<file path="config.mk">
export PLATFORM = sky130hd
export DESIGN_NAME = oale_cell
export DESIGN_NICKNAME = d
export VERILOG_FILES = /design/src/oale_pkg.sv /design/src/oale_cell.sv
export SDC_FILE = /design/constraint.sdc
export NUM_CORES = 1
export LEC_CHECK = 0
export BUFFER_PORTS_ARGS = -buffer_cell sky130_fd_sc_hd__buf_2
export CORE_UTILIZATION = 45
export CTS_CLUSTER_SIZE = 20
export DETAILED_ROUTE_END_ITERATION = 8
export PLACE_DENSITY = 0.85
export RECOVER_POWER = 50
export REMOVE_ABC_BUFFERS = 1
export SLEW_MARGIN = 10
export SYNTH_ARGS = -nofsm -noshare
export SYNTH_HDL_FRONTEND = slang
export SYNTH_SLANG_ARGS = --single-unit
</file>
<file path="constraint.sdc">
create_clock -name clk -period 5.2 [get_ports clk]
set_clock_uncertainty 0.05 [all_clocks]
set_input_delay 1.04 -clock clk [delete_from_list [all_inputs] [get_ports clk]]
set_output_delay 1.04 -clock clk [all_outputs]
set_load 0.01 [all_outputs]
</file>
<file path="src/oale_pkg.sv">
// Shared types and constants for the ordered list engine.
`default_nettype none

package oale_pkg;

  localparam int KIND_W = 2;
  localparam int POS_W  = 9;
  localparam int VAL_W  = 32;
  localparam int STAT_W = 2;
  localparam int FIDX_W = 8;
  localparam int CNT_W  = 9;

  localparam logic [KIND_W-1:0] KIND_INSERT = 2'd0;
  localparam logic [KIND_W-1:0] KIND_ERASE  = 2'd1;
  localparam logic [KIND_W-1:0] KIND_FIND   = 2'd2;

  localparam logic [STAT_W-1:0] ST_OK       = 2'd0;
  localparam logic [STAT_W-1:0] ST_FULL     = 2'd1;
  localparam logic [STAT_W-1:0] ST_BADPOS   = 2'd2;
  localparam logic [STAT_W-1:0] ST_NOTFOUND = 2'd3;

  // match bits are scanned SCAN_G per cycle; SCAN_GB is its log2
  localparam int SCAN_GB = 4;
  localparam int SCAN_G  = 1 << SCAN_GB;

  typedef enum logic {
    SCAN_IDLE,
    SCAN_RUN
  } scan_state_t;

  typedef struct packed {
    logic ins;
    logic ers;
  } cell_ctl_t;

  typedef struct packed {
    logic done;
    logic hit;
  } scan_res_t;

endpackage

`default_nettype wire

</file>
<file path="src/oale_cell.sv">
// One list slot: holds an entry, shifts with its neighbors, compares for find.
`default_nettype none

module oale_cell #(
  parameter int IXW = 9
) (
  input  wire logic                              clk,
  input  wire oale_pkg::cell_ctl_t               ctl,
  input  wire logic [IXW-1:0]                    cell_idx,
  input  wire logic [IXW-1:0]                    pos,
  input  wire logic [IXW-1:0]                    cnt,
  input  wire logic signed [oale_pkg::VAL_W-1:0] load_val,
  input  wire logic signed [oale_pkg::VAL_W-1:0] left_val,
  input  wire logic signed [oale_pkg::VAL_W-1:0] right_val,
  output logic signed [oale_pkg::VAL_W-1:0]      val_r,
  output logic                                   match
);

  logic signed [oale_pkg::VAL_W-1:0] val_nxt;

  always_comb begin
    val_nxt = val_r;
    if (ctl.ins) begin
      if (cell_idx == pos) begin
        val_nxt = load_val;
      end else if (cell_idx > pos) begin
        val_nxt = left_val;
      end
    end else if (ctl.ers) begin
      if (cell_idx >= pos) begin
        val_nxt = right_val;
      end
    end
  end

  assign match = (val_r == load_val) && (cell_idx < cnt);

  always_ff @(posedge clk) begin
    val_r <= val_nxt;
  end

endmodule

`default_nettype wire

</file>
==> out/metrics.yaml <==
fillCellCount: 463
num_rows: 26
holdBufCountCts: 0
setup_tns_ns: 0
synth.distinct_cells: 25
synthCells: 239
dp_hpwl_um: 4940
path_max_fanout: 2
synth-seq-area-share: 0.398
wl_per_cell_um: 13.2
finalSetupViolCount: 0
tightestPinTransition_ns: 1.08
post_cts_buffers: 0
die_h_um: 75.3
p_leak_nw: 1.68
status: "complete, no violations"
grt_usage: 0.220
design_power_total_w: 0.000765
core_region_area_sq_um: 5140
largestRegisters: "val_r x32"
hold_violations: 0
drc: 0
rsz0062_at_grt: "false"
crit_chain: "buf_2, ha_1, a21o_1, a21o_1, a2111oi_2, and4_1, buf_2"
antenna_found_initial: 0
io_buffers: 158
crit_buf_inv: 2
ys_seq_elements: 32
chipWidth_um: 75.3
area_growth_syn_to_layout_pct: 36.1
slowest_stage: "a2111oi_2"
clkSlewWorstSetupHoldPaths_ns: 0.07
wl_um: 6170
start_util: 0.470
largest_reg_flops: 32
clock.fmax_mhz: 274
worst_ir_drop_vdd_mv: 0.162
fin_nets: 538
ios: 159
synth.avg_cell_area_sq_um: 10.1
place_area_sq_um: 3250
ctsRootBufferMaster: "clkbuf_8"
drive_above_1_share: 0.341
hold_path_class: "primary input to flop"
finalCriticalPeriod_ns: 3.65
cp.required_ns: 4.11
cp_top_family: "compound AO/OA/AOI/OAI gates"
final_max_slew_viol_count: 0
gp_congestion: 0.773
crit_path_max_incr_delay_ns: 0.39
cts_tree: "yes"
grt_overflow_total: 0
regMostFlops: "val_r"
first_global_vias: 2239
design_area_sq_um: 3290
dieArea_sq_um: 5660
via_count: 2285
clk_path_buf_depth: 2
dr.pass1.iters: 4
drt-initial-drc-count: 63
vias_per_cell: 4.90
max-cap-violations: 0
worstPathArrival_ns: 2.56
antenna_left: 0
grt_max_degree: 65
yosysWarnings: 0
cts_resized: 0
antennaDiodeCount: 0
end_kind: "output port"
slew_headroom: 0.280
start_kind: "primary input"
worstSetupPathType: "primary input to output port"
timing.final.crit_share: 0.701
syn_area_sq_um: 2410
grt_pass1_wl_um: 9270
p_per_area_nw_per_um2: 233
cts_max_level: 2
cts_sinks: 32
cts_buffers: 5
==> per-stage QoR <==
step	utilization	cells	hold slack, ns	setup slack [ns]
6_report	0.639	466	1.03	1.55
5_1_grt	0.639	466	1.03	1.49
4_1_cts	0.648	466	1.02	1.55
3_5_place_dp	0.632	458	1.32	1.55
3_3_place_gp	0.632	458	1.31	1.57
2_1_floorplan	-	229	1.20	1.57
==> kinds of logic (layout without fill, tap and decap cells) <==
family,Yosys count,count (layout),synth area share
muxes,32,32,0.133
buffers and inverters,28,185,0.0528
DFF,32,32,0.398
adders and majority gates,17,17,0.0881
and+or+nand+nor,51,51,0.102
xor gates and xnor gates,32,32,0.116
AOI/OAI and AO/OA,47,47,0.111
==> placed cells by master (no fill, tap or decap), types with 2 or more instances in the layout <==
cell type	synthesis	routed
a21o_1	4	4
mux2i_1	32	32
xnor2_1	31	31
a21oi_1	36	36
ha_1	17	17
clkbuf_1	7	35
nand3_1	2	2
nor2_1	33	32
clkbuf_8	0	5
a21boi_0	2	2
nand4_1	8	8
edfxtp_1	32	32
and4_1	3	3
inv_1	18	18
buf_2	0	125
==> Yosys cell counts <==
cell type  number  area share
a21oi_1        36       0.075
nor2_1         33       0.051
edfxtp_1       32        0.40
mux2i_1        32        0.13
xnor2_1        31        0.11
inv_1          18       0.028
ha_1           17       0.088
nand4_1         8       0.021
clkbuf_1        7       0.011
a21o_1          4       0.012
and4_1          3       0.011
buf_6           3       0.014
a21boi_0        2      0.0062
nand3_1         2      0.0041
a2111oi_0       1      0.0036
a2111oi_2       1      0.0062
and4_2          1      0.0041
nand2_1         1      0.0016
nand3_2         1      0.0041
nor3_1          1      0.0021
nor4_1          1      0.0026
o21ai_0         1      0.0021
o22ai_1         1      0.0026
o31ai_1         1      0.0031
xor2_1          1      0.0036
==> final cells by class <==
cell class	instances	area, sq um	share of cell area
Timing Repair Buffer	159	757	0.230
Inverter	18	67.6	0.0206
Clock buffer	7	76.3	0.0232
Clock inverter	1	3.75	0.00114
Multi-Input combinational cell	179	1330	0.406
Sequential cell	32	961	0.292
Tap cell	70	87.6	0.0266
==> per-layer routing <==
metal / global-route usage / vias up / part of all wire
met2: 0.404 / 103 / 0.50
met1: 0.247 / 1003 / 0.42
met4: 0.0720 / 0 / 0.012
met3: 0.0576 / 6 / 0.070
li1: - / 1173 / -
met5: 0 / - / 0
==> worst min-delay path, cell delays in order <==
cell     delay [ns]
buf_2          0.08
nor2_1         0.03
a21oi_1        0.09
==> power by group <==
part,internal [W],leakage [nW],switching [W],total [W]
registers,0.000334,0.305,0.0000266,0.000361
clock network,0.0000931,0.0399,0.0000857,0.000179
logic,0.000108,1.34,0.000117,0.000225
total,0.000535,1.68,0.000230,0.000765
==> path summary, 6_finish.rpt <==
path | from | to | slack (ns) | cells past startpoint
max | cell_idx[6] | match | 1.55 | 7
min | right_val[5] | val_r[5] | 1.03 | 3
(Power assumes the default switching activity.)
