**config.mk**
```make
export PLATFORM = sky130hd
export DESIGN_NAME = oale_scan
export DESIGN_NICKNAME = d
export VERILOG_FILES = /design/src/oale_pkg.sv /design/src/oale_scan.sv
export SDC_FILE = /design/constraint.sdc
export NUM_CORES = 1
export LEC_CHECK = 0
export BUFFER_PORTS_ARGS = -buffer_cell sky130_fd_sc_hd__buf_2
export CORE_ASPECT_RATIO = 0.6
export CORE_UTILIZATION = 40
export CTS_CLUSTER_DIAMETER = 120
export DETAILED_ROUTE_END_ITERATION = 7
export PLACE_DENSITY = 0.62
export RECOVER_POWER = 100
export SYNTH_ARGS = -nofsm -noshare
export SYNTH_HDL_FRONTEND = slang
export SYNTH_SLANG_ARGS = --single-unit
```
**constraint.sdc**
```tcl
create_clock -name clk -period 22.7 [get_ports clk]
set_input_delay 0 -clock clk [delete_from_list [all_inputs] [get_ports clk]]
set_output_delay 0 -clock clk [all_outputs]
set_load 0.05 [all_outputs]
```
**src/oale_pkg.sv**
```systemverilog
// Shared types and constants for the ordered list engine.
`default_nettype none

package oale_pkg;

  localparam int KIND_W = 2;
  localparam int POS_W  = 9;
  localparam int VAL_W  = 32;
  localparam int STAT_W = 2;
  localparam int FIDX_W = 8;
  localparam int CNT_W  = 9;

  localparam logic [KIND_W-1:0] KIND_INSERT = 2'd0;
  localparam logic [KIND_W-1:0] KIND_ERASE  = 2'd1;
  localparam logic [KIND_W-1:0] KIND_FIND   = 2'd2;

  localparam logic [STAT_W-1:0] ST_OK       = 2'd0;
  localparam logic [STAT_W-1:0] ST_FULL     = 2'd1;
  localparam logic [STAT_W-1:0] ST_BADPOS   = 2'd2;
  localparam logic [STAT_W-1:0] ST_NOTFOUND = 2'd3;

  // match bits are scanned SCAN_G per cycle; SCAN_GB is its log2
  localparam int SCAN_GB = 4;
  localparam int SCAN_G  = 1 << SCAN_GB;

  typedef enum logic {
    SCAN_IDLE,
    SCAN_RUN
  } scan_state_t;

  typedef struct packed {
    logic ins;
    logic ers;
  } cell_ctl_t;

  typedef struct packed {
    logic done;
    logic hit;
  } scan_res_t;

endpackage

`default_nettype wire

```
**src/oale_scan.sv**
```systemverilog
// Lowest-match search: shifts the match vector down one group per cycle.
`default_nettype none

module oale_scan #(
  parameter int DEPTH = 256,
  localparam int NGRP = (DEPTH + oale_pkg::SCAN_G - 1) / oale_pkg::SCAN_G,
  localparam int GW   = (NGRP > 1) ? $clog2(NGRP) : 1,
  localparam int FW   = GW + oale_pkg::SCAN_GB
) (
  input  wire logic             clk,
  input  wire logic             rst_n,
  input  wire logic             load,
  input  wire logic [DEPTH-1:0] match,
  output logic                  busy,
  output oale_pkg::scan_res_t   res,
  output logic [FW-1:0]         idx
);

  localparam int VW = NGRP * oale_pkg::SCAN_G;

  oale_pkg::scan_state_t             state_r, state_nxt;
  logic [VW-1:0]                     vec_r, vec_nxt;
  logic [GW-1:0]                     grp_r, grp_nxt;
  logic [VW-1:0]                     load_vec;
  logic [oale_pkg::SCAN_G-1:0]       low;
  logic [oale_pkg::SCAN_GB-1:0]      enc;
  logic                              any_hit;

  always_comb begin
    low     = vec_r[oale_pkg::SCAN_G-1:0];
    any_hit = |low;
    enc     = '0;
    for (int j = oale_pkg::SCAN_G - 1; j >= 0; j--) begin
      if (low[j]) begin
        enc = oale_pkg::SCAN_GB'(j);
      end
    end
  end

  always_comb begin
    load_vec              = '0;
    load_vec[DEPTH-1:0]   = match;
  end

  always_comb begin
    state_nxt = state_r;
    vec_nxt   = vec_r;
    grp_nxt   = grp_r;
    res       = '0;
    unique case (state_r)
      oale_pkg::SCAN_IDLE: begin
        if (load) begin
          vec_nxt   = load_vec;
          grp_nxt   = '0;
          state_nxt = oale_pkg::SCAN_RUN;
        end
      end
      oale_pkg::SCAN_RUN: begin
        if (any_hit || (grp_r == GW'(NGRP - 1))) begin
          res.done  = 1'b1;
          res.hit   = any_hit;
          state_nxt = oale_pkg::SCAN_IDLE;
        end else begin
          vec_nxt = vec_r >> oale_pkg::SCAN_G;
          grp_nxt = GW'(grp_r + 1'b1);
        end
      end
      default: state_nxt = oale_pkg::SCAN_IDLE;
    endcase
  end

  assign busy = (state_r == oale_pkg::SCAN_RUN);
  assign idx  = {grp_r, enc};

  always_ff @(posedge clk) begin
    if (!rst_n) begin
      state_r <= oale_pkg::SCAN_IDLE;
    end else begin
      state_r <= state_nxt;
    end
  end

  always_ff @(posedge clk) begin
    vec_r <= vec_nxt;
    grp_r <= grp_nxt;
  end

endmodule

`default_nettype wire

```
==> impl_metrics.yaml, run 1 <==
yosys:
  synthDistinctLibCells: 29
  synth_enable_flop_cells: 260
  yosysWarningCount: 0
  postSynthCellCount: 593
  synth_seq_area_share: 0.708
  synthTopCellsByArea: "edfxtp_1 (71%), mux2_2 (24%), nor2b_1 (0.96%), clkbuf_1 (0.61%), buf_2 (0.45%)"
  postSynthNetCount: 853
  netlist.top_cell.by_area: "edfxtp_1"
  synth_area_per_cell_sq_um: 18.6
  mappedNetlistArea_sq_um: 11100
  yosys.area.top_type_share: 0.706
  synthFlopType: "edfxtp_1"
  asyncSetResetFlopFracSynth: 0
  flop_and_latch_count_out_of_synthesis: 261
outcome:
  run_status: "aborted with a tool error"
  stop_error: "[ERROR RSZ-0060] Max buffer count reached."
  stage_reached: "clock tree synthesis (4_1_cts)"
die:
  start_util: 0.413
  core.rowCount: 46
  floorplan.die.height_um: 131
  io-pin-count: 270
  die_span_x_um: 217
clock_network:
  ctsLongestPathBuffers: 3
  postCtsSetupRepairBufs: 0
  cts_root_buf: "clkbuf_16"
  post_cts_hold_buffer_count: 250
  post_cts_resize_count: 0
  cts-htree-levels: 1
  tritoncts.num_buffers: 25
  clock-sinks: 261
placed_design:
  global_placer_s_final_weighted_congestion: 0.820
  buffer_ports.inserted: 269
  hpwl_mm: 14.9
[per-stage QoR]
| step | instances | setup slack, ns | area (sq um) |
|---|---|---|---|
| 2_1_floorplan | 593 | 9.32 | 11100 |
| 3_3_place_gp | 1200 | 18.21 | 12800 |
| 3_5_place_dp | 1200 | 18.16 | 12800 |
[Yosys cell counts, drive strengths merged, types with 2 or more instances]
| library cell | instances |
|---|---|
| o31ai | 2 |
| and2 | 3 |
| buf | 11 |
| inv | 5 |
| edfxtp | 260 |
| or4 | 4 |
| nor3 | 3 |
| nand2b | 2 |
| nor2b | 17 |
| clkbuf | 18 |
| nor4 | 2 |
| mux2 | 240 |
| a21oi | 4 |
| nor2 | 9 |
[logic make-up after synthesis]
logic type                 share of synthesized area
DFF                                            0.708
xor gates and xnor gates                     0.00158
muxes                                          0.244
AOI/OAI and AO/OA                            0.00815
and+or+nand+nor                               0.0241
adders and majority gates                    0.00113
buffers and inverters                         0.0127
==> run 2, diff against run 1 <==
--- a/config.mk
+++ b/config.mk
@@ -6,11 +6,9 @@
 export NUM_CORES = 1
 export LEC_CHECK = 0
 export BUFFER_PORTS_ARGS = -buffer_cell sky130_fd_sc_hd__buf_2
-export CORE_ASPECT_RATIO = 0.6
-export CORE_UTILIZATION = 40
-export CTS_CLUSTER_DIAMETER = 120
+export CORE_UTILIZATION = 25
 export DETAILED_ROUTE_END_ITERATION = 7
-export PLACE_DENSITY = 0.62
+export PLACE_DENSITY_LB_ADDON = 0.15
 export RECOVER_POWER = 100
 export SYNTH_ARGS = -nofsm -noshare
 export SYNTH_HDL_FRONTEND = slang
==> run 2 against run 1 <==
Synthesized area is the same. Synthesized cell count is the same. The flow now finishes, with violations (max-capacitance violations, max-slew violations).
==> impl_metrics.yaml, run 2 <==
setup_path:
  crit_type: "register to register"
  worst_setup_path_start_kind: "register"
  cp_cell_sequence: "clkbuf_1 > o41ai_1 > nand2_2 > nor2_1 > buf_12 > clkbuf_1"
  worst_path_largest_cell_delay_ns: 2.66
  worst_path_most_repeated_cell: "clkbuf_1"
  worst-path-stages: 6
  worst_r2r_startpoint: "busy$_SDFF_PN0_"
  reg_to_reg_slack_setup_ns: 13.52
  worst_ep_arrival_time_ns: 9.26
  cp.required_ns: 22.78
  critical_path.endpoint_type: "register"
  path_max_fanout: 173
  r2r_cells: 6
  cpLargestDelayFamily: "buffers and inverters"
  critical_path.slowest_cell: "clkbuf_1"
  critical_path.reg2reg.endpoint: "vec_r[147]$_DFFE_PP_"
  critical_path.n_buffers_inverters: 3
yosys:
  mappedNetlistArea_sq_um: 11100
  synth_commonest_cells: "edfxtp_1 (260), mux2_2 (240), clkbuf_1 (18)"
  post-synth-top-count-cell: "edfxtp_1"
  synth_enable_flop_cells: 260
  yosys.area.top_type_share: 0.706
  synthFlopType: "edfxtp_1"
  synth_area_per_cell_sq_um: 18.6
  synthDistinctLibCells: 29
  synth_seq_area_share: 0.708
  yosysWarningCount: 0
  flop_and_latch_count_out_of_synthesis: 261
  asyncSetResetFlopFracSynth: 0
  netlist.top_cell.by_area: "edfxtp_1"
  postSynthCellCount: 593
  postSynthNetCount: 853
  synthTopCellsByArea: "edfxtp_1 (71%), mux2_2 (24%), nor2b_1 (0.96%), clkbuf_1 (0.61%), buf_2 (0.45%)"
timing:
  max_freq_ghz: 0.109
  rsz0062_at_grt: "false"
  maxSlewHeadroom: -2.05
  final_min_period_ns: 9.18
  post-route-period-util: 0.404
  setup_viol: 0
  slew_worst_pin_ns: 4.57
  finalHoldViolCount: 0
  layout_setup_ws_ns: 13.52
  fin_worst_skew_ns: 0.00834
  tns_ns: 0
  final_slew_viol_count: 361
placed_design:
  buffer_ports.inserted: 269
  dp_slack_ns: 18.15
  placed_cell_area_sq_um: 13100
  global_placer_s_final_weighted_congestion: 0.696
  hpwl_mm: 17.0
clock_network:
  cts_root_buf: "clkbuf_16"
  tritoncts.num_buffers: 31
  cts-htree-levels: 1
  clk_latency_ns: 0.55
  cts.clk_slew.worst_paths_ns: 0.06
  ctsLongestPathBuffers: 3
  tritoncts: "built"
  clock-sinks: 261
cells_and_area:
  num-nets-final: 1389
  final_area_sq_um: 16500
  syn2layout_area_growth_pct: 49.1
  share_of_final_layout_standard_cells_stronger_than_drive_strength_1: 0.446
  layout.cells.most_common: "edfxtp_1"
  final_cell_mix: "edfxtp_1 (260), dlygate4sd3_1 (258), buf_2 (258), mux2_2 (212), clkbuf_16 (31)"
  largest_register_ffs: 256
  largest-register: "vec_r"
die:
  start_util: 0.255
  die_span_x_um: 212
  floorplan.die.height_um: 212
  total_die_area_sq_um: 45100
  core.rowCount: 76
  io-pin-count: 270
  placeableCoreArea_sq_um: 43400
global_routing:
  grt.total_usage: 0.118
  grt_start_max_net_pins: 174
  antenna_found_initial: 7
  grt_pass1_wl_mm: 41.3
  grt_pass1_vias: 7483
  grt_overflow: 0
route:
  first_pass_iters: 4
  routed_wire_length_per_instance_um: 15.7
  detail_route.iter0.violations: 287
  drcViolationCount: 0
  viasPerCell: 3.97
  wl_mm: 27.3
  total_vias_in_the_final_route: 6923
  final_antenna_net_count: 0
pwr:
  p_leak_nw: 6.16
  power.density_nw_per_um2: 74.1
  vdd_ir_drop_max_uv: 52.3
hold_path:
  holdCritStartpoint: "match[246]"
  worstHoldPathCells: 3
  hold_end: "vec_r[246]$_SDFFCE_PP0P_"
  min-delay-path-class: "input port to register"
flow_run:
  max_cap_viol_count: 6
outcome:
  run_status: "finished with violations"
  failed_checks: "max-capacitance violations, max-slew violations"
## run 2: cell counts after synthesis
No cell type changed its count.
## run 2: worst max path at each step
stage	from	end	slack, ns
6_report	busy$_SDFF_PN0_	vec_r[147]$_DFFE_PP_	13.52
5_1_grt	busy$_SDFF_PN0_	vec_r[171]$_DFFE_PP_	12.45
4_1_cts	vec_r[7]$_DFFE_PP_	vec_r[179]$_DFFE_PP_	18.12
3_5_place_dp	vec_r[7]$_DFFE_PP_	vec_r[153]$_DFFE_PP_	18.15
3_3_place_gp	vec_r[3]$_DFFE_PP_	vec_r[147]$_DFFE_PP_	18.20
2_1_floorplan	vec_r[3]$_DFFE_PP_	grp_r[0]$_SDFFCE_PN0P_	9.32
## run 2: power breakdown
group          total (mW)  internal, mW  leakage [nW]  switching, mW
Clock               0.436         0.247         0.434          0.189
Sequential          0.621         0.603          2.55         0.0181
Combinational       0.166        0.0959          3.18         0.0700
## run 2: what timing repair did
| item | 4_1_cts | 5_1_grt |
|---|---|---|
| resized for setup | 0 | 0 |
| setup buffers | 0 | 0 |
| hold buffers | 258 | 0 |
| endpoints found under the hold margin | 257 | 0 |
## run 2: metal layers
metal  global-route usage  up-vias  routed length (um)
li1                     -     3408                   -
met1                0.156     3264               12500
met2                0.188      214               12400
met3               0.0343       37                1920
met4               0.0330        0                 514
met5                    0        -                   0
## run 2: worst reg2reg max path: cells and delay by family (launching register included)
kind	cells	cell delay [ns]
AOI/OAI and AO/OA	1	0.77
DFF	1	1.16
and+or+nand+nor	2	1.70
buffers and inverters	3	5.02
## run 2: cell type report
cell class	count	area, sq um
sequential	261	7830
fill	4166	26900
inverter	5	18.8
multi-input combinational	298	3070
clock inverter	16	70.1
clock buffer	38	802
tap	585	732
timing repair buffer	532	3950
antenna	7	17.5
## run 2: cell families after synthesis
| kind of cell | after synthesis | synth area share |
|---|---|---|
| AND/OR/NAND/NOR | 44 | 0.0241 |
| buffers and inverters | 34 | 0.0127 |
| adder cells (fa/ha/maj) | 1 | 0.00113 |
| multiplexers | 240 | 0.244 |
| flip-flops | 261 | 0.708 |
| AO/OA/AOI/OAI | 11 | 0.00815 |
| XOR/XNOR | 2 | 0.00158 |
## run 2: through the flow
| step | hold WS (ns) | power [mW] | utilization | cells |
|---|---|---|---|---|
| after global routing | 0.248 | 1.28 | 0.380 | 1741 |
| after floorplan | 0.157 | 0.723 | - | 593 |
| after detailed placement | 0.287 | 0.760 | 0.302 | 1423 |
| after CTS | 0.189 | 1.25 | 0.381 | 1735 |
| final | 0.271 | 1.22 | 0.380 | 1742 |
| after global placement | 0.291 | 0.759 | 0.302 | 1423 |
(Power assumes the default switching activity.)
==> run 3, diff against run 2 <==
--- a/config.mk
+++ b/config.mk
@@ -5,6 +5,7 @@
 export SDC_FILE = /design/constraint.sdc
 export NUM_CORES = 1
 export LEC_CHECK = 0
+export ABC_AREA = 1
 export BUFFER_PORTS_ARGS = -buffer_cell sky130_fd_sc_hd__buf_2
 export CORE_UTILIZATION = 25
 export DETAILED_ROUTE_END_ITERATION = 7
==> constraint.sdc (replaced) <==
create_clock -name clk -period 7.98 [get_ports clk]
set_input_delay 0 -clock clk [delete_from_list [all_inputs] [get_ports clk]]
set_output_delay 0 -clock clk [all_outputs]
set_load 0.05 [all_outputs]
==> run 3 against run 2 <==
The flow still finishes with violations (max-capacitance violations, max-slew violations). Sequential power grew to 2.8 times the previous value. Total power grew to 2.9 times the previous value. Maximum frequency is 120% higher. Hold slack worse by 0.047 ns. Clock power grew to 3.0 times the previous value.
==> impl_metrics.yaml, run 3 <==
setup_path:
  critical_path.n_buffers_inverters: 3
  critical_path.endpoint_type: "register"
  worst_setup_path_start_kind: "register"
  cpLargestDelayFamily: "flip-flops"
  worst_path_largest_cell_delay_ns: 1.47
  cp.required_ns: 8.15
  critical_path.slowest_cell: "dfxtp_1"
  path_max_fanout: 154
  crit_type: "register to register"
  worst_ep_arrival_time_ns: 4.30
  cp_cell_sequence: "inv_8 > a31oi_1 > nor2_4 > buf_4 > buf_12"
yosys:
  postSynthCellCount: 1135
  synthTopCellsByArea: "edfxtp_1 (70%), nand2_1 (25%), buf_2 (1.1%), inv_1 (1.1%), nor2_1 (0.77%)"
  synthFlopType: "edfxtp_1"
  asyncSetResetFlopFracSynth: 0
  yosysWarningCount: 0
  synth_area_per_cell_sq_um: 9.89
  netlist.top_cell.by_area: "edfxtp_1"
  postSynthNetCount: 1395
  flop_and_latch_count_out_of_synthesis: 261
  synth_commonest_cells: "nand2_1 (737), edfxtp_1 (260), inv_1 (32)"
  synthDistinctLibCells: 21
  mappedNetlistArea_sq_um: 11200
  synth_enable_flop_cells: 260
  post-synth-top-count-cell: "nand2_1"
  synth_seq_area_share: 0.698
  yosys.area.top_type_share: 0.696
route:
  routed_wire_length_per_instance_um: 14.4
  wl_mm: 32.6
  total_vias_in_the_final_route: 9118
  final_antenna_net_count: 0
  viasPerCell: 4.02
  first_pass_iters: 5
  drcViolationCount: 0
  detail_route.iter0.violations: 496
timing:
  max_freq_ghz: 0.242
  maxSlewHeadroom: -0.153
  slew_worst_pin_ns: 1.73
  rsz0062_at_grt: "false"
  final_min_period_ns: 4.12
  final_slew_viol_count: 45
  setup_viol: 0
  fin_worst_skew_ns: 0.0222
  holdWs_ns: 0.224
  post-route-period-util: 0.517
  tns_ns: 0
  finalHoldViolCount: 0
hold_path:
  min-delay-path-class: "input port to register"
clock_network:
  clk_latency_ns: 0.57
  cts_root_buf: "clkbuf_16"
  tritoncts.num_buffers: 31
  post_cts_resize_count: 0
  post_cts_hold_buffer_count: 258
  postCtsSetupRepairBufs: 0
  cts.clk_slew.worst_paths_ns: 0.06
  ctsLongestPathBuffers: 3
  cts-htree-levels: 1
  tritoncts: "built"
  clock-sinks: 261
placed_design:
  global_placer_s_final_weighted_congestion: 0.728
  hpwl_mm: 20.0
  buffer_ports.inserted: 269
global_routing:
  grt_start_max_net_pins: 155
  grt_pass1_wl_mm: 48.7
  grt_overflow: 0
  grt_pass1_vias: 9090
  antenna_found_initial: 7
  grt.total_usage: 0.138
die:
  core.rowCount: 77
  total_die_area_sq_um: 45700
  floorplan.die.height_um: 214
  placeableCoreArea_sq_um: 44200
  die_span_x_um: 214
  io-pin-count: 270
  start_util: 0.254
pwr:
  vdd_ir_drop_max_uv: 139
  p_leak_nw: 7.57
  power.density_nw_per_um2: 213
cells_and_area:
  final_cell_mix: "nand2_1 (737), edfxtp_1 (260), dlygate4sd3_1 (258), buf_2 (258), inv_1 (32)"
  layout.filler_cells: 4491
  share_of_final_layout_standard_cells_stronger_than_drive_strength_1: 0.186
  largest-register: "vec_r"
  syn2layout_area_growth_pct: 48.2
  largest_register_ffs: 256
  num-nets-final: 1907
  layout.cells.most_common: "nand2_1"
outcome:
  run_status: "finished with violations"
  failed_checks: "max-capacitance violations, max-slew violations"
flow_run:
  max_cap_viol_count: 1
-- run 3: cell types whose count changed after synthesis, sizes merged, moves of 2 or more --
| cell | delta |
|---|---|
| nor2b | -17 |
| clkbuf | +3 |
| inv | +30 |
| o31ai | -2 |
| nand3 | +5 |
| nor4 | -2 |
| nand2 | +737 |
| nor2 | +16 |
| and2 | -3 |
| buf | +23 |
| nand2b | -2 |
| or4 | -4 |
| mux2 | -240 |
-- run 3: final timing paths --
check / cells after the start / slack, ns / endpoint / from
hold / removal: 4 / 0.22 / vec_r[224]$_DFFE_PP_ / match[224]
hold reg to reg: 2 / 0.51 / vec_r[219]$_DFFE_PP_ / vec_r[235]$_DFFE_PP_
setup reg to reg: 5 / 3.86 / vec_r[147]$_DFFE_PP_ / busy$_SDFF_PN0_
setup / recovery: 5 / 3.86 / vec_r[147]$_DFFE_PP_ / busy$_SDFF_PN0_
-- run 3: where the power goes --
| group | switching [mW] | internal [mW] |
|---|---|---|
| Combinational | 0.277 | 0.203 |
| Clock | 0.559 | 0.739 |
| Sequential | 0.0477 | 1.71 |
| Total | 0.883 | 2.65 |
-- run 3: logic make-up after synthesis --
| family | Yosys count | synth area share |
|---|---|---|
| and+or+nand+nor | 776 | 0.264 |
| AOI/OAI and AO/OA | 7 | 0.00457 |
| DFF | 261 | 0.698 |
| buffers and inverters | 90 | 0.0328 |
| adders and majority gates | 1 | 0.00111 |
-- run 3: layout make-up --
cell class                 count  area [sq um]  share of cell area
timing repair buffer         534          3980               0.239
tap                          592           741              0.0445
antenna                        5          12.5            0.000752
clock buffer                  40           810              0.0487
multi-input combinational    784          3020               0.182
inverter                      35           139             0.00835
sequential                   261          7830               0.471
clock inverter                17           100             0.00602
-- run 3: through the flow --
stage	total power [mW]	worst slack, ns	utilization	cells	cell area [sq um]
after CTS	3.60	4.63	0.376	2263	16600
after floorplan	2.02	2.29	-	1135	11200
final	3.54	3.86	0.376	2268	16600
after global routing	3.71	3.44	0.376	2268	16600
after detailed placement	2.18	4.63	0.298	1948	13200
after global placement	2.18	4.67	0.298	1948	13200
-- run 3: metal layers --
metal	routed length, um	track usage	vias to the layer above	share of wire
met1	14400	0.177	4173	0.44
met3	1840	0.0322	42	0.057
met2	15800	0.232	229	0.48
li1	-	-	4670	-
met5	20	0	-	0.00061
met4	595	0.0335	4	0.018
-- run 3: worst reg2reg max path, cell delays in order (launching register included) --
cell and delay (ns):
dfxtp_1 1.47, inv_8 0.68, a31oi_1 0.64, nor2_4 0.03, buf_4 0.36, buf_12 0.37
==> run 4, diff against run 3 <==
==> constraint.sdc (replaced) <==
create_clock -name clk -period 3.55 [get_ports clk]
set_input_delay 0 -clock clk [delete_from_list [all_inputs] [get_ports clk]]
set_output_delay 0 -clock clk [all_outputs]
set_load 0.05 [all_outputs]
==> run 4 against run 3 <==
The flow finishes with violations (design-rule violations, max-capacitance violations, max-slew violations). Cell count is 0.13% higher. Utilization is 0.22 points higher. Clock power is 120% higher. Die area stayed put. Worst setup slack worse by 3.2 ns. Via count is 0.39% higher. Sequential power is 120% higher. Clock skew is 0.0013 ns higher. Cell area is 0.58% higher. Total power is 130% higher. Sequential cell count stayed put. Maximum frequency is 44% higher. Critical path type unchanged. Highest routed layer is now met4.
==> impl_metrics.yaml, run 4 (synthesis results as in run 3) <==
outcome:
  run_status: "finished with violations"
  failed_checks: "design-rule violations, max-capacitance violations, max-slew violations"
placed_design:
  hpwl_mm: 20.9
  global_placer_s_final_weighted_congestion: 0.777
  buffer_ports.inserted: 269
  placed_cell_area_sq_um: 13300
  dp_slack_ns: 1.02
  placedCellCount: 1953
pwr:
  vdd_ir_drop_max_uv: 271
  p_leak_nw: 7.60
  seqPwrFrac: 0.496
  sw_frac_of_total: 0.250
  intPower_mw: 6.00
  share_clk_of_total_power: 0.365
  power.share.combinational: 0.138
  power.density_nw_per_um2: 478
  total_switching_power_mw: 1.99
cells_and_area:
  final_cell_mix: "nand2_1 (736), edfxtp_1 (260), dlygate4sd3_1 (258), buf_2 (258), inv_1 (32)"
  largest-register: "vec_r"
  largest_register_ffs: 256
  share_of_final_layout_standard_cells_stronger_than_drive_strength_1: 0.190
  syn2layout_area_growth_pct: 49.0
  final_area_sq_um: 16700
  layout.cells.most_common: "nand2_1"
  final_cell_count_no_fill: 2271
  num-nets-final: 1912
timing:
  rsz0062_at_grt: "false"
  post-route-period-util: 0.804
  layout_setup_ws_ns: 0.695
  final_slew_viol_count: 94
  maxSlewHeadroom: -0.265
  finalHoldViolCount: 0
  setup_viol: 0
  slew_worst_pin_ns: 1.90
  final_min_period_ns: 2.86
  fin_worst_skew_ns: 0.0234
  max_freq_ghz: 0.350
flow_run:
  max_cap_viol_count: 1
die:
  start_util: 0.254
  floorplan.die.height_um: 214
  die_span_x_um: 214
  total_die_area_sq_um: 45700
  core.rowCount: 77
  io-pin-count: 270
  placeableCoreArea_sq_um: 44200
setup_path:
  critical_path.n_buffers_inverters: 2
  cp_cell_sequence: "inv_8 > a31oi_1 > nor2_2 > buf_12"
  endpoint_of_the_worst_setup_timing_path: "vec_r[223]$_DFFE_PP_"
  worst_r2r_startpoint: "busy$_SDFF_PN0_"
  critical_path.reg2reg.endpoint: "vec_r[223]$_DFFE_PP_"
  path_max_fanout: 110
  reg_to_reg_slack_setup_ns: 0.69
  worst_ep_arrival_time_ns: 3.09
  worst_path_largest_cell_delay_ns: 0.90
  critical_path.endpoint_type: "register"
  crit_type: "register to register"
  critical_path.slowest_cell: "nor2_2"
  r2r_cells: 4
  cpLargestDelayFamily: "simple AND/OR/NAND/NOR gates"
  worst-path-stages: 4
  worst_setup_path_start_kind: "register"
  worstSetupStartpoint: "busy$_SDFF_PN0_"
  cp.required_ns: 3.79
route:
  routed_wire_length_per_instance_um: 14.7
  wl_mm: 33.5
  detail_route.iter0.violations: 445
  total_vias_in_the_final_route: 9154
  viasPerCell: 4.03
  first_pass_iters: 7
  final_antenna_net_count: 0
  drcViolationCount: 2
clock_network:
  clock-sinks: 261
  ctsLongestPathBuffers: 3
  post_cts_hold_buffer_count: 258
  post_cts_resize_count: 0
  clk_latency_ns: 0.58
  cts-htree-levels: 1
  cts.clk_slew.worst_paths_ns: 0.06
  tritoncts: "built"
  postCtsSetupRepairBufs: 0
  tritoncts.num_buffers: 31
  cts_root_buf: "clkbuf_16"
global_routing:
  antenna_found_initial: 2
  grt.total_usage: 0.143
  grt_pass1_wl_mm: 50.6
  grt_pass1_vias: 9495
  grt_overflow: 0
  grt_start_max_net_pins: 136
hold_path:
  holdCritStartpoint: "load"
  min-delay-path-class: "input port to register"
## run 4: cell types whose count changed in the layout (fill, tap and decap cells not counted), moves of 2 or more
| cell | before | now |
|---|---|---|
| buf_12 | 1 | 6 |
| clkinv_1 | 11 | 8 |
| buf_4 | 6 | 4 |
| clkbuf_1 | 20 | 25 |
| diode_2 | 5 | 2 |
## run 4: worst register-to-register path, stage by stage (launching register included)
cell and delay (ns):
dfxtp_4 0.50, inv_8 0.47, a31oi_1 0.21, nor2_2 0.90, buf_12 0.40
## run 4: worst min path at each step
stage / endpoint / depth (start not counted)
floorplan: busy$_SDFF_PN0_ / 1
global placement: vec_r[225]$_DFFE_PP_ / 3
detailed placement: busy$_SDFF_PN0_ / 2
CTS: vec_r[53]$_DFFE_PP_ / 3
global route: vec_r[181]$_DFFE_PP_ / 4
finish: vec_r[53]$_DFFE_PP_ / 3
## run 4: area by class of cell
type / count / area, sq um
antenna: 2 / 5.00
clock buffer: 44 / 825
clock inverter: 14 / 91.3
fill: 4441 / 27500
inverter: 35 / 139
multi-input combinational: 784 / 3020
sequential: 261 / 7830
tap: 592 / 741
timing repair buffer: 539 / 4070
## run 4: power by group through the flow
stage                     clock network [mW]  logic (mW)  registers [mW]
after floorplan                            0       0.513            4.02
after global placement                     0       0.900            4.04
after detailed placement                   0       0.909            4.03
after CTS                               3.03        1.13            3.97
after global routing                    3.13        1.25            4.00
final                                   2.92        1.11            3.96
## run 4: stage by stage
stage	setup TNS (ns)	hold slack [ns]	util	total power [mW]
floorplan	-551.51	0.157	-	4.54
global placement	0	0.268	0.300	4.94
detailed placement	0	0.266	0.300	4.94
CTS	0	0.171	0.379	8.14
global route	0	0.228	0.378	8.38
finish	0	0.205	0.378	7.99
## run 4: layer usage
layer	global-route usage	vias up	routed length (um)	part of all wire
met4	0.0372	0	787	0.024
li1	-	4673	-	-
met2	0.246	219	16100	0.48
met1	0.181	4209	15000	0.45
met5	0	-	0	0
met3	0.0289	53	1600	0.048
